File: src/rtl/rins_pkg.sv
// types, constants and helper functions shared by the range image normal block
// no dependencies; compiled before every other file
package rins_pkg;

  localparam int ADDR_W        = 5;
  localparam int CORDIC_STEPS  = 24;
  localparam int DIV_STEPS     = 32;
  localparam int ROOT_STEPS    = 32;
  localparam int READ_STEPS    = 3;
  localparam int CROSS_STEPS   = 6;

  localparam logic [2:0] REG_COLS       = 3'd0;
  localparam logic [2:0] REG_ROWS       = 3'd1;
  localparam logic [2:0] REG_COL_STEP   = 3'd2;
  localparam logic [2:0] REG_LINE_STEP  = 3'd3;
  localparam logic [2:0] REG_SLANT_STEP = 3'd4;
  localparam logic [2:0] REG_STANDOFF   = 3'd5;

  localparam logic signed [26:0] ANGLE_LIMIT = 27'sd25165824;
  localparam logic signed [33:0] CORDIC_X0   = 34'sd1073741824;
  localparam logic signed [44:0] OUT_MAX     = 45'sd1099511627775;
  localparam logic signed [44:0] OUT_MIN     = -45'sd1099511627776;

  typedef struct packed {
    logic [10:0] cols;
    logic [10:0] rows;
    logic [23:0] col_step;
    logic [23:0] line_step;
    logic [15:0] slant_step;
    logic [7:0]  standoff;
  } cfg_t;

  typedef enum logic [4:0] {
    ST_IDLE, ST_ANG1, ST_ANG2, ST_CINIT, ST_CSTEP, ST_DINIT, ST_DSTEP, ST_DFIN,
    ST_SQ1, ST_SQ2, ST_RSTEP, ST_ZINIT, ST_ZSTEP, ST_ZFIN, ST_MULX, ST_MULY,
    ST_READ, ST_CROSS, ST_WRITE, ST_EMIT
  } state_t;

  typedef enum logic [4:0] {
    OP_NONE, OP_LOAD, OP_ANG1, OP_ANG2, OP_CINIT, OP_CSTEP, OP_DINIT_T, OP_DSTEP,
    OP_DFIN_T, OP_SQ1, OP_SQ2, OP_RSTEP, OP_DINIT_Z, OP_DFIN_Z, OP_MULX, OP_MULY,
    OP_READ, OP_CROSS, OP_WRITE, OP_LDOUT
  } op_t;

  typedef struct packed {
    op_t        op;
    logic [5:0] step;
    logic       sel_y;
  } dp_cmd_t;

  typedef struct packed {
    logic emit;
  } dp_sts_t;

  function automatic logic signed [26:0] atan_q24(input logic [4:0] i);
    logic signed [26:0] v;
    case (i)
      5'd0:    v = 27'sd13176795;
      5'd1:    v = 27'sd7778716;
      5'd2:    v = 27'sd4110060;
      5'd3:    v = 27'sd2086331;
      5'd4:    v = 27'sd1047214;
      5'd5:    v = 27'sd524117;
      5'd6:    v = 27'sd262123;
      5'd7:    v = 27'sd131069;
      5'd8:    v = 27'sd65536;
      5'd9:    v = 27'sd32768;
      5'd10:   v = 27'sd16384;
      5'd11:   v = 27'sd8192;
      5'd12:   v = 27'sd4096;
      5'd13:   v = 27'sd2048;
      5'd14:   v = 27'sd1024;
      5'd15:   v = 27'sd512;
      5'd16:   v = 27'sd256;
      5'd17:   v = 27'sd128;
      5'd18:   v = 27'sd64;
      5'd19:   v = 27'sd32;
      5'd20:   v = 27'sd16;
      5'd21:   v = 27'sd8;
      5'd22:   v = 27'sd4;
      5'd23:   v = 27'sd2;
      default: v = 27'sd0;
    endcase
    return v;
  endfunction

  // half of twice the angle, rounded, limited to +-1.5 rad
  function automatic logic signed [26:0] make_angle(input logic signed [43:0] tw);
    logic signed [43:0] h;
    h = (tw + 44'sd1) >>> 1;
    if (h > 44'sd25165824) begin
      return ANGLE_LIMIT;
    end else if (h < -44'sd25165824) begin
      return -ANGLE_LIMIT;
    end
    return h[26:0];
  endfunction

  function automatic logic signed [40:0] sat_out(input logic signed [48:0] v);
    logic signed [44:0] sh;
    sh = v[48:4];
    if (sh > OUT_MAX) begin
      return OUT_MAX[40:0];
    end else if (sh < OUT_MIN) begin
      return OUT_MIN[40:0];
    end
    return sh[40:0];
  endfunction

endpackage

File: src/rtl/rins_ctrl.sv
// sequencer of the range image normal block: steps the datapath through one pixel
// depends on rins_pkg
module rins_ctrl (
  input  logic              clk,
  input  logic              rst_n,
  input  logic              in_valid,
  output logic              in_ready,
  output logic              out_valid,
  input  logic              out_ready,
  input  rins_pkg::dp_sts_t sts,
  output rins_pkg::dp_cmd_t cmd
);
  import rins_pkg::*;

  state_t     state_r, state_nxt;
  logic [5:0] step_r, step_nxt;
  logic       sel_r, sel_nxt;
  logic       out_valid_r, out_valid_nxt;
  logic       load_out;

  assign in_ready  = (state_r == ST_IDLE);
  assign out_valid = out_valid_r;

  always_ff @(posedge clk) begin
    if (!rst_n) begin
      state_r     <= ST_IDLE;
      step_r      <= 6'd0;
      sel_r       <= 1'b0;
      out_valid_r <= 1'b0;
    end else begin
      state_r     <= state_nxt;
      step_r      <= step_nxt;
      sel_r       <= sel_nxt;
      out_valid_r <= out_valid_nxt;
    end
  end

  always_comb begin
    state_nxt = state_r;
    step_nxt  = step_r;
    sel_nxt   = sel_r;
    load_out  = 1'b0;
    cmd.op    = OP_NONE;
    cmd.step  = step_r;
    cmd.sel_y = sel_r;
    unique case (state_r)
      ST_IDLE: begin
        if (in_valid) begin
          cmd.op    = OP_LOAD;
          state_nxt = ST_ANG1;
        end
      end
      ST_ANG1: begin
        cmd.op    = OP_ANG1;
        state_nxt = ST_ANG2;
      end
      ST_ANG2: begin
        cmd.op    = OP_ANG2;
        sel_nxt   = 1'b0;
        state_nxt = ST_CINIT;
      end
      ST_CINIT: begin
        cmd.op    = OP_CINIT;
        step_nxt  = 6'd0;
        state_nxt = ST_CSTEP;
      end
      ST_CSTEP: begin
        cmd.op = OP_CSTEP;
        if (step_r == 6'(CORDIC_STEPS - 1)) begin
          step_nxt  = 6'd0;
          state_nxt = ST_DINIT;
        end else begin
          step_nxt = step_r + 6'd1;
        end
      end
      ST_DINIT: begin
        cmd.op    = OP_DINIT_T;
        state_nxt = ST_DSTEP;
      end
      ST_DSTEP: begin
        cmd.op = OP_DSTEP;
        if (step_r == 6'(DIV_STEPS - 1)) begin
          step_nxt  = 6'd0;
          state_nxt = ST_DFIN;
        end else begin
          step_nxt = step_r + 6'd1;
        end
      end
      ST_DFIN: begin
        cmd.op = OP_DFIN_T;
        if (sel_r) begin
          sel_nxt   = 1'b0;
          state_nxt = ST_SQ1;
        end else begin
          sel_nxt   = 1'b1;
          state_nxt = ST_CINIT;
        end
      end
      ST_SQ1: begin
        cmd.op    = OP_SQ1;
        sel_nxt   = 1'b1;
        state_nxt = ST_SQ2;
      end
      ST_SQ2: begin
        cmd.op    = OP_SQ2;
        step_nxt  = 6'd0;
        state_nxt = ST_RSTEP;
      end
      ST_RSTEP: begin
        cmd.op = OP_RSTEP;
        if (step_r == 6'(ROOT_STEPS - 1)) begin
          step_nxt  = 6'd0;
          state_nxt = ST_ZINIT;
        end else begin
          step_nxt = step_r + 6'd1;
        end
      end
      ST_ZINIT: begin
        cmd.op    = OP_DINIT_Z;
        state_nxt = ST_ZSTEP;
      end
      ST_ZSTEP: begin
        cmd.op = OP_DSTEP;
        if (step_r == 6'(DIV_STEPS - 1)) begin
          step_nxt  = 6'd0;
          state_nxt = ST_ZFIN;
        end else begin
          step_nxt = step_r + 6'd1;
        end
      end
      ST_ZFIN: begin
        cmd.op    = OP_DFIN_Z;
        state_nxt = ST_MULX;
      end
      ST_MULX: begin
        cmd.op    = OP_MULX;
        state_nxt = ST_MULY;
      end
      ST_MULY: begin
        cmd.op    = OP_MULY;
        step_nxt  = 6'd0;
        state_nxt = ST_READ;
      end
      ST_READ: begin
        cmd.op = OP_READ;
        if (step_r == 6'(READ_STEPS - 1)) begin
          step_nxt  = 6'd0;
          state_nxt = ST_CROSS;
        end else begin
          step_nxt = step_r + 6'd1;
        end
      end
      ST_CROSS: begin
        cmd.op = OP_CROSS;
        if (step_r == 6'(CROSS_STEPS - 1)) begin
          step_nxt  = 6'd0;
          state_nxt = ST_WRITE;
        end else begin
          step_nxt = step_r + 6'd1;
        end
      end
      ST_WRITE: begin
        cmd.op    = OP_WRITE;
        state_nxt = sts.emit ? ST_EMIT : ST_IDLE;
      end
      ST_EMIT: begin
        if (!out_valid_r || out_ready) begin
          cmd.op    = OP_LDOUT;
          load_out  = 1'b1;
          state_nxt = ST_IDLE;
        end
      end
      default: state_nxt = ST_IDLE;
    endcase
  end

  always_comb begin
    out_valid_nxt = load_out || (out_valid_r && !out_ready);
  end

endmodule

File: config.mk
export PLATFORM = sky130hd
export DESIGN_NAME = rins_ctrl
export DESIGN_NICKNAME = d
export VERILOG_FILES = /design/src/rtl/rins_pkg.sv /design/src/rtl/rins_ctrl.sv
export SDC_FILE = /design/constraint.sdc
export NUM_CORES = 1
export LEC_CHECK = 0
export BUFFER_PORTS_ARGS = -buffer_cell sky130_fd_sc_hd__buf_4
export CORE_UTILIZATION = 50
export CTS_CLUSTER_DIAMETER = 200
export DETAILED_ROUTE_END_ITERATION = 8
export HOLD_SLACK_MARGIN = 0.1
export PLACE_DENSITY = 0.75
export SLEW_MARGIN = 20
export SYNTH_ARGS = -nofsm -noshare
export SYNTH_HDL_FRONTEND = slang
export SYNTH_SLANG_ARGS = --single-unit
File: constraint.sdc
create_clock -name clk -period 1.98 [get_ports clk]
set_clock_uncertainty 0.1 [all_clocks]
set_input_delay 0.396 -clock clk [delete_from_list [all_inputs] [get_ports clk]]
set_output_delay 0.396 -clock clk [all_outputs]
set_load 0.01 [all_outputs]
## Word-level counts from Yosys, hierarchy flattened

Cells that the tools add are included.
Widths: inputs -> output; s select.

| word-level totals | value |
|---|---|
| register bits after elaboration | 13 |
| bits in latches | 0 |
| bits in writable memories | 0 |
| memory bits (read-only) | 0 |
| input bits | 5 |
| output and inout bits | 14 |
| logic and storage cells | 71 |
| memories kept | 0 |

| cells by class | value |
|---|---|
| add/sub/neg operators | 1 |
| multiply operators | 0 |
| divide/modulo/power cells | 0 |
| magnitude comparators | 0 |
| eq/ne operators | 31 |
| shifts and indexed selects | 0 |
| mux-type cells | 23 |
| bitwise logic cells | 0 |
| reduce and logical (&&, ||, !) cells | 12 |

Operators by type and width:

| cell | count |
|---|---|
| $pmux 5 s20 | 1 |
| $pmux 5 s19 | 1 |
| $mux 5 | 10 |
| $eq 5x4->1 const B | 8 |
| $pmux 6 s5 | 1 |
| $mux 6 | 4 |
| $eq 5x3->1 const B | 4 |
| $eq 5x5->1 const B | 4 |
| $ne 2x2->1 const B | 8 |
| $eq 6x5->1 const B | 2 |
| $eq 5x2->1 const B | 2 |
| $reduce_and 8->1 | 1 |
| $add 6x1->6 const B | 1 |
| $eq 6x2->1 const B | 1 |
| $eq 6x3->1 const B | 1 |
| $reduce_or 3->1 | 2 |
| $eq 5x1->1 const B | 1 |
| $logic_not 5->1 | 1 |
| $reduce_bool 5->1 | 1 |
| $mux 1 | 4 |
| $mux 4 | 1 |
| $pmux 1 s3 | 1 |
| $reduce_bool 3->1 | 1 |
| $logic_not 1->1 | 2 |
| other kinds (3) | 4 |

## Longest topological paths before layout

| logic depth | value |
|---|---|
| depth in word-level cells | 5 |
| gate-level depth with buffers | 7 |
| depth with buffers taken out | 6 |

## Worst setup path before layout

Ideal clock, no wire load.

| path | value |
|---|---|
| kind | register to register |
| start point | register state_r[0] |
| end point | register step_r[2] |
| setup time | 0.100 ns |
| data arrival time | 1.732 ns |
| required time | 1.780 ns |
| setup slack | 0.048 ns |
| stages on the path, launching flop included | 7 |
| buffers on the path | 1 |
| period minus slack after synthesis | 1.932 ns |
| path through | dfxtp_1 buf_6 xor2_1 a211o_1 a221o_1 and3_4 a2111oi_4 |

| on the way | value |
|---|---|
| longest elaborated chain between the ends | 3 |
| elaborated cells between the ends (all ways) | 13 |
| classes of those cells | eq/ne: 9; mux: 1; reduce/logical: 3 |

RTL lines:

| element | RTL line | source |
|---|---|---|
| start: declaration | rins_ctrl.sv:15 | `state_t state_r, state_nxt;` |
| start signal: assignment | rins_ctrl.sv:31 | `state_r <= state_nxt;` |
| $eq 5x4->1 (tied with other cells) | rins_ctrl.sv:46 | `unique case (state_r)` |
| $reduce_or 3->1 (no line) | -- |  |
| $pmux 6 s5 or $reduce_bool 5->1 (tied branches) | -- |  |
| end signal: assignment | rins_ctrl.sv:32 | `step_r <= step_nxt;` |
| end: declaration | rins_ctrl.sv:16 | `logic [5:0] step_r, step_nxt;` |

Parallel ways exist; a longest one is shown, timed or not.
A chain may end at the register's enable or synchronous reset.

## Worst setup path after layout

| path | value |
|---|---|
| start point | register step_r[0] |
| end point | register state_r[1] |

| on the way | value |
|---|---|
| longest elaborated chain between the ends | 3 |
| elaborated cells between the ends (all ways) | 11 |
| classes of those cells | eq/ne: 10; reduce/logical: 1 |

RTL lines:

| element | RTL line | source |
|---|---|---|
| $eq 6x3->1 (tied with other cells) | rins_ctrl.sv:155 | `if (step_r == 6'(CROSS_STEPS - 1)) begin` |
| $ne 2x2->1 (no line) | -- |  |
| $reduce_and 8->1 (no line) (*) | -- |  |

Every way passes the cells marked *; elsewhere a longest branch is shown, timed or not.

==> metrics <==
TritonCTS clock tree=yes; Slowest cell on crit path=dfxtp_2; post-synth net total=164; Worst-path clk slew=0.08 ns; initial antenna violation count=0; Post-synth EDFFs=0; Detailed Place HPWL=2440 microns; PnR worst setup slack=-0.0328 ns; Worst Path Class, Setup=flop to flop; final wirelength=4140 microns; WP data required=2.09 ns; Yosys cell types=47; unrepaired setup endpoints after global routing=yes; footprint of the multi-input gates=911 sq um; layout cells sized above 1=46.5%; final worst-path cycle share=102%; GRT Total Usage=31.7%; Max rail drop VDD=0.00101 V; Async SR Flop Fraction=0%; maxcap violations=0; vias in the first global route=1307; Mapped Cells=156; I/O Buffers=18; Die ar.=2520 sq um; final hold violation count=0; maximum number of pins on one net before global-route repair=17; cell row count=17; #FFs+latches synth=13; most used cell, CP=buf_4; total power=1.98 mW; synthesized cell area=1160 sq um; die height=50.2 microns; TritonCTS buffer count=3; Final GP Congestion=0.905; maximum fanout along the worst path=3; Syn Area/Cell=7.46 sq um; First-pass DRT Iterations=4; failing checks=setup timing; most frequent cells in the layout=buf_4, nor2_1, buf_6; crit path DAT=2.12 ns; global-route wire length before repair=6000 microns; clock buffer depth=2; Slew @ Worst Pin=0.645 ns; Slew Limit Fails=0; worst skew pair latency=0.29 ns; Ys Warns=0; IO Pins=19; Hold WS=0.317 ns; hold path start=rst_n; Crit path buffers/inverters=3; fmax=0.497 GHz; Post-DRT Antenna Nets=0; crit end category=flop; R2R Path Start=step_r[0]; crit path time final=2.01 ns; top_reg_cell synth=dfxtp_1; FF/Latch Area=278 sq um; slew margin rel.=56.6%; pwr/cell area=1130 nW/um^2; htree depth=1; clock sink count=13; pre-CTS setup slack=-0.0726 ns; CP top delay family=compound AO/OA/AOI/OAI gates; CTS Root Cell=clkbuf_4; fin nets=211; core area=2210 sq um; most common cell after layout, fill and taps aside=buf_4; vias=1454; number of fill cells=136; Initial Util=52.6%; drt via density=6.32; Seq/Total Area, Yosys=22.4%; wire per inst=18.0 microns; Syn-to-layout area delta=51.0%; outcome=finished, violations left; DRT iter0 DRCs=98; CP cell instances=buf_4 > inv_1 > ha_1 > a311o_1 > o211ai_1 > buf_4 > a2111oi_4 > mux2i_1; CP startpoint=step_r[0]; Critical Path Start Type=flop; DRC errors left=0; Ant. Diodes=0; Pleak=0.731 nW; final instance area=1760 sq um; area post-placement=1430 sq um; HP Class=input pin to flop; endpoints failing setup=6; Die X=50.2 microns; gr ovfl total=0; critical path's largest stage delay=0.33 ns
## report_power, final
| group | total [mW] | internal, mW | switching [mW] |
|---|---|---|---|
| Combinational | 1.44 | 0.728 | 0.715 |
| Sequential | 0.369 | 0.316 | 0.0532 |
| Clock | 0.172 | 0.0784 | 0.0933 |
## cell type report
| type | instances | area share, % |
|---|---|---|
| timing repair buffer | 55 | 26.8 |
| sequential | 13 | 15.8 |
| multi-input combinational | 122 | 51.9 |
| inverter | 8 | 2.07 |
| tap | 28 | 1.99 |
| clock buffer | 4 | 1.50 |
## final timing paths
check | to | slack, ns | depth (start not counted)
setup reg to reg | state_r[1] | -0.03 | 8
hold reg to reg | state_r[3] | 0.46 | 2
hold / removal | state_r[2] | 0.32 | 3
setup / recovery | state_r[1] | -0.03 | 8
## timing repair
action,in CTS,in global routing
pin swaps,8,12
hold buffers,0,0
buffers inserted,10,4
endpoints found under the setup margin,12,14
gates resized for setup,23,29
## metrics by stage
stage | utilization, % | TNS [ns] | std cells
5_1_grt | 79.4 | -0.770 | 230
6_report | 79.4 | -0.102 | 230
3_5_place_dp | 64.8 | -0.112 | 213
3_3_place_gp | 64.8 | -0.0175 | 213
2_1_floorplan | - | 0 | 156
4_1_cts | 72.9 | -0.0567 | 226
## worst register-to-register path, stage by stage (launching register included)
cell	delay [ns]
dfxtp_2	0.33
buf_4	0.14
inv_1	0.11
ha_1	0.19
a311o_1	0.21
o211ai_1	0.14
buf_4	0.17
a2111oi_4	0.31
mux2i_1	0.23
## per-layer routing
| metal | GRT usage [%] | part of all wire (%) | wire, microns |
|---|---|---|---|
| met1 | 36.4 | 40 | 1670 |
| met2 | 52.4 | 50 | 2060 |
| met3 | 6.06 | 6.5 | 267 |
| met4 | 21.9 | 3.4 | 140 |
| met5 | 0 | 0 | 0 |
## synthesized netlist by cell type, types with 4 or more instances
master / number / area (sq um)
o21ai_0: 6 / 30.0
nand2_1: 9 / 33.8
dfxtp_1: 13 / 260
inv_1: 7 / 26.3
xnor2_1: 5 / 43.8
o21ai_1: 4 / 20.0
clkbuf_1: 6 / 22.5
a21oi_1: 17 / 85.1
nor3_1: 6 / 30.0
nor2_1: 19 / 71.3
nand2b_1: 6 / 37.5
## state kept, by name (all words and copies together), names as in the netlist
register,cells
state_r,5
step_r,6
out_valid,1
sel_r,1
## cells by family (layout without fill, tap and decap cells)
kind of cell | count (synthesis) | in the layout | share of synthesized area (%)
compound gates | 47 | 47 | 29.8
buf+inv | 21 | 67 | 9.57
fa+ha+maj | 3 | 3 | 3.23
mux | 2 | 2 | 1.72
xor+xnor | 6 | 6 | 4.52
simple gates | 64 | 64 | 28.8
flops | 13 | 13 | 22.4
Note: power is estimated with default switching activity, not from simulation.
