==> src/rtl/rins_pkg.sv <==
// types, constants and helper functions shared by the range image normal block
// no dependencies; compiled before every other file
package rins_pkg;

  localparam int ADDR_W        = 5;
  localparam int CORDIC_STEPS  = 24;
  localparam int DIV_STEPS     = 32;
  localparam int ROOT_STEPS    = 32;
  localparam int READ_STEPS    = 3;
  localparam int CROSS_STEPS   = 6;

  localparam logic [2:0] REG_COLS       = 3'd0;
  localparam logic [2:0] REG_ROWS       = 3'd1;
  localparam logic [2:0] REG_COL_STEP   = 3'd2;
  localparam logic [2:0] REG_LINE_STEP  = 3'd3;
  localparam logic [2:0] REG_SLANT_STEP = 3'd4;
  localparam logic [2:0] REG_STANDOFF   = 3'd5;

  localparam logic signed [26:0] ANGLE_LIMIT = 27'sd25165824;
  localparam logic signed [33:0] CORDIC_X0   = 34'sd1073741824;
  localparam logic signed [44:0] OUT_MAX     = 45'sd1099511627775;
  localparam logic signed [44:0] OUT_MIN     = -45'sd1099511627776;

  typedef struct packed {
    logic [10:0] cols;
    logic [10:0] rows;
    logic [23:0] col_step;
    logic [23:0] line_step;
    logic [15:0] slant_step;
    logic [7:0]  standoff;
  } cfg_t;

  typedef enum logic [4:0] {
    ST_IDLE, ST_ANG1, ST_ANG2, ST_CINIT, ST_CSTEP, ST_DINIT, ST_DSTEP, ST_DFIN,
    ST_SQ1, ST_SQ2, ST_RSTEP, ST_ZINIT, ST_ZSTEP, ST_ZFIN, ST_MULX, ST_MULY,
    ST_READ, ST_CROSS, ST_WRITE, ST_EMIT
  } state_t;

  typedef enum logic [4:0] {
    OP_NONE, OP_LOAD, OP_ANG1, OP_ANG2, OP_CINIT, OP_CSTEP, OP_DINIT_T, OP_DSTEP,
    OP_DFIN_T, OP_SQ1, OP_SQ2, OP_RSTEP, OP_DINIT_Z, OP_DFIN_Z, OP_MULX, OP_MULY,
    OP_READ, OP_CROSS, OP_WRITE, OP_LDOUT
  } op_t;

  typedef struct packed {
    op_t        op;
    logic [5:0] step;
    logic       sel_y;
  } dp_cmd_t;

  typedef struct packed {
    logic emit;
  } dp_sts_t;

  function automatic logic signed [26:0] atan_q24(input logic [4:0] i);
    logic signed [26:0] v;
    case (i)
      5'd0:    v = 27'sd13176795;
      5'd1:    v = 27'sd7778716;
      5'd2:    v = 27'sd4110060;
      5'd3:    v = 27'sd2086331;
      5'd4:    v = 27'sd1047214;
      5'd5:    v = 27'sd524117;
      5'd6:    v = 27'sd262123;
      5'd7:    v = 27'sd131069;
      5'd8:    v = 27'sd65536;
      5'd9:    v = 27'sd32768;
      5'd10:   v = 27'sd16384;
      5'd11:   v = 27'sd8192;
      5'd12:   v = 27'sd4096;
      5'd13:   v = 27'sd2048;
      5'd14:   v = 27'sd1024;
      5'd15:   v = 27'sd512;
      5'd16:   v = 27'sd256;
      5'd17:   v = 27'sd128;
      5'd18:   v = 27'sd64;
      5'd19:   v = 27'sd32;
      5'd20:   v = 27'sd16;
      5'd21:   v = 27'sd8;
      5'd22:   v = 27'sd4;
      5'd23:   v = 27'sd2;
      default: v = 27'sd0;
    endcase
    return v;
  endfunction

  // half of twice the angle, rounded, limited to +-1.5 rad
  function automatic logic signed [26:0] make_angle(input logic signed [43:0] tw);
    logic signed [43:0] h;
    h = (tw + 44'sd1) >>> 1;
    if (h > 44'sd25165824) begin
      return ANGLE_LIMIT;
    end else if (h < -44'sd25165824) begin
      return -ANGLE_LIMIT;
    end
    return h[26:0];
  endfunction

  function automatic logic signed [40:0] sat_out(input logic signed [48:0] v);
    logic signed [44:0] sh;
    sh = v[48:4];
    if (sh > OUT_MAX) begin
      return OUT_MAX[40:0];
    end else if (sh < OUT_MIN) begin
      return OUT_MIN[40:0];
    end
    return sh[40:0];
  endfunction

endpackage

==> src/rtl/rins_regs.sv <==
// apb configuration registers of the range image normal block
// depends on rins_pkg
module rins_regs (
  input  logic                          clk,
  input  logic                          rst_n,
  input  logic                          psel,
  input  logic                          penable,
  input  logic                          pwrite,
  input  logic [rins_pkg::ADDR_W-1:0]   paddr,
  input  logic [31:0]                   pwdata,
  output logic [31:0]                   prdata,
  output logic                          pready,
  output rins_pkg::cfg_t                cfg
);
  import rins_pkg::*;

  cfg_t       cfg_r;
  cfg_t       cfg_nxt;
  logic       wr;
  logic [2:0] idx;

  assign pready = 1'b1;
  assign wr     = psel && penable && pwrite;
  assign idx    = paddr[4:2];
  assign cfg    = cfg_r;

  always_comb begin
    cfg_nxt = cfg_r;
    if (wr) begin
      unique case (idx)
        REG_COLS:       cfg_nxt.cols       = pwdata[10:0];
        REG_ROWS:       cfg_nxt.rows       = pwdata[10:0];
        REG_COL_STEP:   cfg_nxt.col_step   = pwdata[23:0];
        REG_LINE_STEP:  cfg_nxt.line_step  = pwdata[23:0];
        REG_SLANT_STEP: cfg_nxt.slant_step = pwdata[15:0];
        REG_STANDOFF:   cfg_nxt.standoff   = pwdata[7:0];
        default: ;
      endcase
    end
  end

  always_comb begin
    unique case (idx)
      REG_COLS:       prdata = {21'd0, cfg_r.cols};
      REG_ROWS:       prdata = {21'd0, cfg_r.rows};
      REG_COL_STEP:   prdata = {8'd0, cfg_r.col_step};
      REG_LINE_STEP:  prdata = {8'd0, cfg_r.line_step};
      REG_SLANT_STEP: prdata = {16'd0, cfg_r.slant_step};
      REG_STANDOFF:   prdata = {24'd0, cfg_r.standoff};
      default:        prdata = 32'd0;
    endcase
  end

  always_ff @(posedge clk) begin
    if (!rst_n) begin
      cfg_r.cols       <= 11'd128;
      cfg_r.rows       <= 11'd128;
      cfg_r.col_step   <= 24'd137258;
      cfg_r.line_step  <= 24'd137169;
      cfg_r.slant_step <= 16'd715;
      cfg_r.standoff   <= 8'd10;
    end else begin
      cfg_r <= cfg_nxt;
    end
  end

endmodule

==> config.mk <==
export PLATFORM = sky130hd
export DESIGN_NAME = rins_regs
export DESIGN_NICKNAME = d
export VERILOG_FILES = /design/src/rtl/rins_pkg.sv /design/src/rtl/rins_regs.sv
export SDC_FILE = /design/constraint.sdc
export NUM_CORES = 1
export LEC_CHECK = 0
export BUFFER_PORTS_ARGS = -buffer_cell sky130_fd_sc_hd__buf_2
export CAP_MARGIN = 20
export CELL_PAD_IN_SITES_DETAIL_PLACEMENT = 1
export CELL_PAD_IN_SITES_GLOBAL_PLACEMENT = 1
export CORE_MARGIN = 2
export CORE_UTILIZATION = 25
export CTS_BUF_LIST = sky130_fd_sc_hd__clkbuf_4
export DETAILED_ROUTE_END_ITERATION = 6
export PLACE_DENSITY_LB_ADDON = 0.2
export REMOVE_ABC_BUFFERS = 1
export SYNTH_ARGS = -nofsm -noshare
export SYNTH_HDL_FRONTEND = slang
export SYNTH_SLANG_ARGS = --single-unit
==> constraint.sdc <==
create_clock -name clk -period 2.2 [get_ports clk]
set_clock_uncertainty 0.15 [all_clocks]
set_input_delay 0.11 -clock clk [delete_from_list [all_inputs] [get_ports clk]]
set_output_delay 0.11 -clock clk [all_outputs]
set_load 0.01 [all_outputs]
After elaboration in Yosys (flattened, before gate mapping)
Index checks and enable logic that the tools add are counted.
{ "word_totals": {"ff_bits": 94, "latch_bits": 0, "ramBits": 0, "mem_bits_ro": 0, "in_bits": 42, "output_inout_bits": 127, "word_cells": 21, "memories": 0} }
{ "op_classes": {"addsub": 0, "n_mul": 0, "div_mod_pow": 0, "n_lt_le_gt_ge": 0, "n_eq_ne": 5, "shifts": 0, "n_mux": 1, "bitwise_logic": 0, "reduce_logical": 9} }
{ "op_table": {"columns": ["operator", "n"], "rows": [
  ["$pmux W24 S6", 1],
  ["$reduce_and A2 Y1", 6],
  ["$eq A3 B2 Y1 const B", 2],
  ["$eq A3 B3 Y1 const B", 2],
  ["$eq A3 B1 Y1 const B", 1],
  ["$logic_not A3 Y1", 1],
  ["$logic_and A1 B1 Y1", 2]
]} }

Longest topological paths before layout
Gate-level depths: netlist of run 1.
{ "depth": {"word_depth": 3, "mapped_depth": 6, "ltp_nobuf": 3} }

Least setup slack after synthesis of run 1
No wires, ideal clock.
{ "synth_path": {"kind": "in2out", "startpoint": "input port paddr[2] (netlist bit)", "endpoint": "output port prdata[10]", "t_arrival_ps": 1003, "required_ps": 1940, "slack_ps": 937, "stages": 5, "path_buffers": 2, "path_cell_list": "buf_6 -> buf_6 -> nor3b_2 -> a22oi_1 -> o21ai_0"} }
{ "synth_between": {"elab_chain_cells": 2, "elab_cells_between_ends": 7, "cone_classes": "eq/ne (5); mux (1); reduce/logical (1)"} }
{ "synth_lines": {"columns": ["element", "line", "source"], "rows": [
  ["start: declaration", "rins_regs.sv:9", "input logic [rins_pkg::ADDR_W-1:0] paddr,"],
  ["$eq A3 B3 Y1 (tied with other cells)", "rins_regs.sv:43", "unique case (idx)"],
  ["$pmux W24 S6 (*)", "rins_regs.sv:43", null],
  ["end: declaration", "rins_regs.sv:11", "output logic [31:0] prdata,"]
]} }
Mark *: on every way between the ends. The rest lies on a longest branch, timed or not.

Final worst setup path of run 1
{ "layout_path": {"startpoint": "input port paddr[3] (netlist bit)", "endpoint": "output port prdata[6]"} }
Same word-level chain as after synthesis.

==> results of run 1 <==
[logic make-up after synthesis]
logic type / count (synthesis) / synth area share
other: 2 / 0.001664
AOI/OAI and AO/OA: 79 / 0.1153
muxes: 106 / 0.2378
DFF: 94 / 0.4169
and+or+nand+nor: 138 / 0.1497
buffers and inverters: 59 / 0.07871
[where the power goes]
part	internal (mW)	total, mW	switching (mW)	leakage (nW)
Sequential	1.72	1.73	0.0121	0.759
Clock	0.348	0.948	0.601	0.0750
Combinational	0.153	0.383	0.229	2.00
Total	2.22	3.06	0.842	2.83
[layout by cell type (no fill, tap or decap), drive strengths merged, types with 6 or more instances in the layout]
cell         Yosys  routed
buf             30     163
mux2i           96      96
nor2            13      13
nand2          105     105
o311ai           6       6
clkbuf          14      10
o21ai           34      34
inv             15      15
a22oi            6       6
conb             2       9
dfxtp           94      94
mux2            10      10
dlygate4sd3      0      26
o211ai          21      21
[metal layers]
layer	global-route usage	share of wire	vias up
met5	0	0	-
met1	0.2062	0.46	2005
met2	0.2736	0.47	111
li1	-	-	1975
met4	0.05102	0.011	0
met3	0.04399	0.063	10
[through the flow]
step / instances / hold WS, ns / power, mW / cell area, um2 / setup WS, ns
finish: 876 / 0.04620 / 3.061 / 5787 / 0.3545
global route: 876 / 0.06759 / 3.214 / 5787 / 0.2398
CTS: 875 / 0.004233 / 3.124 / 5784 / 0.3044
detailed placement: 833 / 0.2390 / 2.121 / 5396 / 0.2459
global placement: 833 / 0.2235 / 2.115 / 5396 / 0.3139
floorplan: 441 / 0.04887 / 1.914 / 4242 / 0.6102
[final cells by class]
| class | count | area [um2] | share of cell area |
|---|---|---|---|
| multi-input combinational | 332 | 2306 | 0.3985 |
| sequential | 94 | 1882 | 0.3252 |
| timing repair buffer | 189 | 1126 | 0.1946 |
| tap | 229 | 286.5 | 0.04951 |
| clock buffer | 10 | 75.07 | 0.01297 |
| inverter | 15 | 56.30 | 0.009730 |
| clock inverter | 6 | 52.55 | 0.009081 |
| antenna | 1 | 2.502 | 0.0004324 |
[worst max-delay path by stage]
stage,endpoint,slack [ns],cells after the start,start
final,prdata[6],0.35,6,paddr[3]
after global routing,prdata[6],0.24,6,paddr[3]
after CTS,prdata[6],0.30,6,paddr[3]
after detailed placement,cfg[66]$_SDFFE_PN0P_,0.25,4,paddr[2]
after global placement,cfg[71]$_SDFFE_PN0P_,0.31,4,paddr[2]
after floorplan,cfg[48]$_SDFFE_PN0P_,0.61,3,paddr[4]
[worst reg2reg max path, stage by stage, from the launching register on]
cell	delay (ns)
dfxtp_1	0.39
nand2_1	0.06
mux2i_1	0.12
dlygate4sd3_1	0.55
[repair_timing]
action	in CTS	in global routing
hold endpoints to repair	94	0
setup endpoints to repair	0	0
buffers inserted	0	0
resized for setup	0	0
hold buffers	26	0
==> reports/metrics.csv, run 1 <==
stage;metric;value;unit
placed_design;dp_hpwl;11080;um
timing;max_slew_margin;0.6468;
final_layout;nFillCells;2107;
setup_path;start_kind;primary input;
routing;wire_per_inst;17.87;um
routing;drtPass1Iterations;4;
synthesis;synth_ff_type;dfxtp_1;
synthesis;synth_edf_count;0;
setup_path;crit_type;primary input to output port;
synthesis;synthArstFlopShare;0;
synthesis;synth_area;4514;um2
synthesis;synth_most_common_cell;nand2_1;
floorplanning;dieArea;19150;um2
setup_path;arrival;1.59;ns
routing;routed_wl;15650;um
global_route;grt_pass1_vias;4435;
placed_design;io_buffers;149;
final_layout;syn_to_final_growth;28.19;%
placed_design;place_congestion;0.7323;
routing;num_vias;4101;
clocking;clk_path_buf_depth;2;
clocking;clkTransAtPathRegs;0.14;ns
timing;period_share;0.8389;
status;status;complete, no violations;
floorplanning;rows;49;
routing;ant_nets;0;
flow_run;max_cap_violations;0;
clocking;htreeDepth;3;
min_path;hold_end;cfg[79]$_SDFFE_PN1P_;
setup_path;crit_required;1.94;ns
min_path;hp-start;paddr[4];
timing;fin_setup_tns;0;ns
setup_path;slowest_stage;buf_2;
clocking;cts_buffers;9;
floorplanning;die_h;138.4;um
synthesis;ys_warn_count;0;
min_path;hold_depth;3;
timing;rsz0062_at_grt;no;
synthesis;yosys_register_bits;94;
clocking;cts_root_buffer;clkbuf_4;
setup_path;r2r-end;cfg[20]$_SDFFE_PN0P_;
floorplanning;ios;169;
timing;hold_viol;0;
final_layout;drive_above_1_share;0.3111;
floorplanning;initial_core_util;0.2530;
setup_path;crit_family;buffers and inverters;
pwr;ir_drop;0.0002129;V
global_route;grt_usage;0.1637;
synthesis;ys_types;46;
setup_path;endpoint_kind;output port;
timing;report.final.slew_viol_count;0;
timing;period_needed;1.846;ns
synthesis;synthTopCellsByCount;nand2_1 (101), mux2i_1 (96), dfxtp_1 (94);
synthesis;synth_area_leaders;dfxtp_1 (42%), mux2i_1 (21%), nand2_1 (8.4%), o21ai_0 (3.8%), o211ai_1 (3.5%);
pwr;p_leak;2.833;nW
floorplanning;die_w;138.4;um
final_layout;nets;683;
min_path;min_path_type;primary input to flip-flop;
synthesis;yosysSeqAreaShare;0.4169;
global_route;grt.overflow.total;0;
global_route;grt_max_degree;63;
pwr;power_density;529.0;nW/um2
routing;vias_per_cell;4.682;
clocking;cts_sinks;94;
clocking;clk_latency;0.45;ns
timing;worst_pin_slew;0.5297;ns
setup_path;r2r-start;cfg[20]$_SDFFE_PN0P_;
synthesis;yosys.area.top_type;dfxtp_1;
setup_path;path_buf_inv;3;
setup_path;rrSetupSlack;0.89;ns
final_layout;largest_reg_flops;94;
routing;drcViolationCount;0;
final_layout;finish.utilization;0.3244;
setup_path;rr_worst_depth;3;
setup_path;crit_fanout;20;
setup_path;max_stage_delay;0.42;ns
clocking;cts_tree;done;
setup_path;cp_cell_sequence;buf_2 -> buf_4 -> mux2_2 -> a22oi_1 -> a21oi_1 -> buf_2;
setup_path;cp_common_cell;buf_2;
timing;timing.fmax;541.9;MHz
global_route;grt_pass1_wl;24920;um
synthesis;synth.avg_cell_area;9.444;um2
global_route;grt_antenna_before_repair;1;
synthesis;synthCells;478;
routing;drt-initial-drc-count;96;
timing;setup_viol;0;
floorplanning;coreArea;17840;um2
synthesis;yosysTopAreaCellShare;0.4169;
(Power assumes the default switching activity.)
==> run 2: changes to the inputs <==
ABC_AREA = 1   (was unset)
clock period = 1.8 ns   (was 2.2 ns; I/O delays follow)
==> reports/metrics.csv, run 2 <==
stage;metric;value;unit
synthesis;synthArstFlopShare;0;
setup_path;max_stage_delay;0.36;ns
floorplanning;rows;49;
synthesis;synth_area;4656;um2
setup_path;crit_required;1.56;ns
timing;hold_ws;0.04208;ns
synthesis;ys_types;21;
final_layout;multi_input_area;2305;um2
placed_design;io_buffers;149;
synthesis;synth_most_common_cell;nand2_1;
timing;timing.fmax;609.6;MHz
min_path;min_path_type;primary input to flip-flop;
synthesis;synth_area_leaders;dfxtp_1 (40%), nand2_1 (17%), nor2_1 (14%), nand3_1 (9.7%), inv_1 (3.6%);
synthesis;synth_compound_area_frac;0.006450;
timing;hold_viol;0;
clocking;clk_latency;0.50;ns
final_layout;antenna_cells;0;
timing;period_needed;1.640;ns
placed_design;dp_hpwl;12910;um
synthesis;synth_edf_count;0;
floorplanning;die_h;140.5;um
synthesis;synthSimpleGateAreaFrac;0.4802;
clocking;cts_setup_buffers;0;
timing;setup_viol;0;
synthesis;synth_mux_area_frac;0;
final_layout;layout_common_cells;nand2_1 (214), nor2_1 (179), buf_2 (149);
clocking;cts_buffers;9;
synthesis;yosysTopAreaCellShare;0.4042;
routing;routed_wl;18100;um
synthesis;synthTopCellsByCount;nand2_1 (214), nor2_1 (179), dfxtp_1 (94);
synthesis;yosys.area.top_type;dfxtp_1;
clocking;cts_tree;done;
setup_path;cp_common_cell;nand2_1;
clocking;cts_sinks;94;
global_route;grt_pass1_vias;4901;
clocking;cts_root_buffer;clkbuf_4;
synthesis;ys_warn_count;0;
final_layout;final_common_cell;nand2_1;
placed_design;place_congestion;0.7470;
timing;rsz0062_at_grt;no;
synthesis;synth_ff_type;dfxtp_1;
setup_path;crit_fanout;3;
floorplanning;initial_core_util;0.2565;
clocking;clk_path_buf_depth;2;
timing;setup_ws;0.1597;ns
final_layout;ff_latch_area;1882;um2
flow_run;max_cap_violations;0;
routing;drt-initial-drc-count;222;
setup_path;start_kind;flip-flop;
setup_path;arrival;1.40;ns
routing;drcViolationCount;0;
global_route;grt_usage;0.1838;
routing;wire_per_inst;15.86;um
global_route;grt.overflow.total;0;
global_route;grt_max_degree;95;
timing;period_share;0.9113;
setup_path;slowest_stage;dfxtp_1;
pwr;ir_drop;0.0003445;V
final_layout;largest_reg_flops;94;
pwr;p_leak;3.099;nW
floorplanning;die_w;140.5;um
final_layout;nFillCells;2379;
synthesis;synthCells;730;
synthesis;synth_top_family_by_area;simple AND/OR/NAND/NOR gates;
routing;drtPass1Iterations;4;
timing;report.final.slew_viol_count;0;
status;status;complete, no violations;
floorplanning;ios;169;
setup_path;cp_cell_sequence;nand4_1 -> nand2_1 -> nor2_1 -> nand2_1 -> buf_2;
final_layout;syn_to_final_growth;31.50;%
placed_design;place_ws;0.1394;ns
synthesis;yosysSeqAreaShare;0.4042;
final_layout;nets;950;
floorplanning;coreArea;18150;um2
clocking;clkTransAtPathRegs;0.16;ns
routing;ant_nets;0;
global_route;grt_antenna_before_repair;0;
final_layout;drive_above_1_share;0.2357;
synthesis;synth.avg_cell_area;6.378;um2
floorplanning;dieArea;19730;um2
routing;vias_per_cell;4.456;
clocking;htreeDepth;3;
synthesis;synth-xor-area-share;0;
routing;num_vias;5084;
setup_path;endpoint_kind;output port;
global_route;grt_pass1_wl;28120;um
synthesis;yosys_register_bits;94;
pwr;power_density;613.2;nW/um2
setup_path;crit_type;flip-flop to output port;
synthesis;synthAdderAreaFrac;0;
-- run 2: cell count changes in the layout (fill, tap and decap cells not counted), sizes merged, moves of 10 or more --
cell	delta
buf	+19
inv	+35
mux2	-10
mux2i	-96
nand2	+113
nand3	+89
nand4	+25
nor2	+173
o211ai	-21
o21ai	-30
-- run 2: layout make-up --
type                    count  share of cell area
inverters                  50             0.03147
multi-input cells         540              0.3765
flip-flops and latches     94              0.3074
clock inverters             3            0.002044
clock buffers              12             0.01471
well taps                 229             0.04680
repair buffers            213              0.2211
-- run 2: layer usage --
layer  vias to the layer above  global-route usage  wire length [um]
met5                         -                   0                 0
met4                         0             0.02842               114
met3                         7             0.05470              1131
met2                       141              0.3088              8391
met1                      2326              0.2388              8460
li1                       2610                   -                 -
-- run 2: per-stage QoR --
stage | util | TNS, ns | area (um2) | std cells | power [mW]
after floorplan | - | -1.823 | 4374 | 684 | 2.400
after global placement | 0.3146 | 0 | 5709 | 1095 | 2.679
after detailed placement | 0.3146 | 0 | 5709 | 1095 | 2.682
after CTS | 0.3374 | 0 | 6122 | 1141 | 3.821
after global routing | 0.3374 | 0 | 6122 | 1141 | 3.949
final | 0.3374 | 0 | 6122 | 1141 | 3.754
-- run 2: kinds of logic after synthesis --
group,count (synthesis)
simple gates,525
buf+inv,103
flops,94
compound gates,6
other cells,2
-- run 2: critical path, delay by kind of cell (launching register included) --
family,cells,cell delay [ns]
buffers and inverters,1,0.14
flip-flops,1,0.36
AND/OR/NAND/NOR,4,0.40
-- run 2: report_power, final --
group          switching, mW  internal [mW]  leakage [nW]  total [mW]
clock                  0.764          0.314        0.0623        1.08
combinational          0.344          0.200          2.28       0.545
sequential            0.0228           2.11         0.760        2.13
total                   1.13           2.62          3.10        3.75
-- run 2: path summary, 6_finish.rpt --
path / depth (start not counted) / endpoint / startpoint / slack, ns
max: 5 / prdata[1] / cfg[1]$_SDFFE_PN1P_ / 0.16
min: 5 / cfg[79]$_SDFFE_PN1P_ / paddr[4] / 0.04
max reg2reg: 3 / cfg[3]$_SDFFE_PN1P_ / cfg[3]$_SDFFE_PN1P_ / 0.48
min reg2reg: 2 / cfg[8]$_SDFFE_PN1P_ / cfg[8]$_SDFFE_PN1P_ / 0.35
-- run 2: repair_timing --
action,4_1_cts,5_1_grt
hold endpoints to repair,94,0
hold buffers,31,0
gates resized for setup,0,0
==> run 3: changes to the inputs <==
CELL_PAD_IN_SITES_DETAIL_PLACEMENT = unset   (was 1)
CELL_PAD_IN_SITES_GLOBAL_PLACEMENT = unset   (was 1)
SETUP_SLACK_MARGIN = 0.02   (was unset)
==> reports/metrics.csv, run 3 (same netlist as run 2, synthesis figures left out) <==
stage;metric;value;unit
timing;timing.fmax;619.7;MHz
setup_path;r2r-start;cfg[59]$_SDFFE_PN1P_;
global_route;grt_antenna_before_repair;1;
timing;report.final.slew_viol_count;0;
placed_design;dp.cells;1093;
final_layout;syn_to_final_growth;31.44;%
pwr;fin_total_pwr;3.694;mW
min_path;hold_depth;6;
floorplanning;die_w;140.5;um
clocking;ctsResizeCount;0;
placed_design;place_congestion;0.7795;
placed_design;dp_hpwl;11850;um
setup_path;rr_worst_depth;3;
routing;drtPass1Iterations;6;
placed_design;placed_area;5719;um2
setup_path;max_stage_delay;0.41;ns
status;status;complete, no violations;
setup_path;start_kind;flip-flop;
routing;drt-initial-drc-count;268;
final_layout;nets;947;
routing;drcViolationCount;0;
pwr;p_leak;3.089;nW
timing;setup_viol;0;
clocking;cts_root_buffer;clkbuf_4;
final_layout;nFillCells;2052;
timing;hold_viol;0;
floorplanning;ios;169;
placed_design;place_ws;0.1793;ns
global_route;grt_usage;0.1707;
clocking;cts_buffers;9;
routing;wire_per_inst;14.84;um
final_layout;layout_common_cells;nand2_1 (214), nor2_1 (179), buf_2 (149);
setup_path;endpoint_kind;output port;
routing;vias_per_cell;4.354;
final_layout;design_area;6120;um2
global_route;grt_pass1_vias;4507;
placed_design;io_buffers;149;
floorplanning;initial_core_util;0.2565;
global_route;grt_max_degree;95;
timing;rsz0062_at_grt;no;
clocking;clkTransAtPathRegs;0.15;ns
global_route;grt_pass1_wl;26230;um
flow_run;max_cap_violations;0;
routing;num_vias;4959;
timing;period_share;0.8965;
final_layout;largest_reg_flops;94;
setup_path;crit_family;flip-flops;
min_path;hold_end;cfg[13]$_SDFFE_PN0P_;
pwr;ir_drop;0.0002261;V
timing;hold_ws;0.05260;ns
clocking;htreeDepth;3;
setup_path;crit_fanout;3;
setup_path;crit_required;1.56;ns
setup_path;arrival;1.37;ns
floorplanning;die_h;140.5;um
floorplanning;dieArea;19730;um2
final_layout;drive_above_1_share;0.2343;
clocking;cts_sinks;94;
final_layout;finish.utilization;0.3372;
timing;fin_setup_tns;0;ns
setup_path;r2r-end;cfg[59]$_SDFFE_PN1P_;
final_layout;final_common_cell;nand2_1;
setup_path;cp_common_cell;nand2_1;
min_path;min_path_type;primary input to flip-flop;
floorplanning;coreArea;18150;um2
timing;period_needed;1.614;ns
setup_path;path_buf_inv;1;
setup_path;rrSetupSlack;0.49;ns
global_route;grt.overflow.total;0;
setup_path;crit_type;flip-flop to output port;
final_layout;fin_cells;1139;
clocking;clk_latency;0.48;ns
routing;routed_wl;16900;um
setup_path;cp_cell_sequence;nand4_1 -> nand2_1 -> nor2_1 -> nand2_1 -> buf_2;
pwr;power_density;603.6;nW/um2
clocking;clk_path_buf_depth;2;
setup_path;slowest_stage;dfxtp_1;
min_path;hp-start;paddr[4];
clocking;cts_tree;done;
floorplanning;rows;49;
timing;setup_ws;0.1863;ns
routing;ant_nets;0;
run 3: cell count changes in the layout (fill, tap and decap cells not counted):
cell / change
clkinvlp_4: +1
diode_2: +1
dlygate4sd3_1: -1
clkinv_2: +2
buf_12: +2
buf_4: -4
clkbuf_4: -3
run 3: layer usage:
metal	wire length, um	vias up	GRT usage	share of wire
li1	-	2609	-	-
met4	112	0	0.03789	0.0066
met1	8120	2185	0.2309	0.48
met3	1034	7	0.04034	0.061
met2	7635	158	0.2779	0.45
met5	0	-	0	0
run 3: worst register-to-register path, stage by stage, from the launching register on:
cell	delay (ns)
dfxtp_1	0.36
nand2_1	0.07
nand3_1	0.07
dlygate4sd3_1	0.57
run 3: timing repair:
item | CTS | global route
hold buffers | 30 | 0
buffers inserted | 0 | 0
endpoints found under the hold margin | 94 | 0
run 3: worst max path at each step:
stage / slack, ns / end / depth (start not counted) / startpoint
2_1_floorplan: -0.15 / cfg[24]$_SDFFE_PN1P_ / 5 / pwrite
3_3_place_gp: 0.19 / cfg[91]$_SDFFE_PN0P_ / 8 / paddr[4]
3_5_place_dp: 0.18 / cfg[87]$_SDFFE_PN0P_ / 8 / paddr[4]
4_1_cts: 0.14 / prdata[6] / 5 / cfg[30]$_SDFFE_PN1P_
5_1_grt: 0.08 / prdata[0] / 5 / cfg[24]$_SDFFE_PN1P_
6_report: 0.19 / prdata[6] / 5 / cfg[30]$_SDFFE_PN1P_
run 3: final cells by class:
| cell class | count | area [um2] | area share |
|---|---|---|---|
| multi-input combinational | 540 | 2305 | 0.3766 |
| sequential | 94 | 1882 | 0.3075 |
| timing repair buffer | 210 | 1354 | 0.2212 |
| tap | 229 | 286.5 | 0.04682 |
| inverter | 50 | 192.7 | 0.03149 |
| clock buffer | 9 | 67.56 | 0.01104 |
| clock inverter | 6 | 30.03 | 0.004907 |
| antenna | 1 | 2.502 | 0.0004089 |
run 3: power by group:
part | switching [mW] | internal (mW) | total, mW | leakage [nW]
sequential | 0.0226 | 2.11 | 2.13 | 0.760
combinational | 0.342 | 0.205 | 0.547 | 2.27
clock | 0.755 | 0.261 | 1.02 | 0.0564
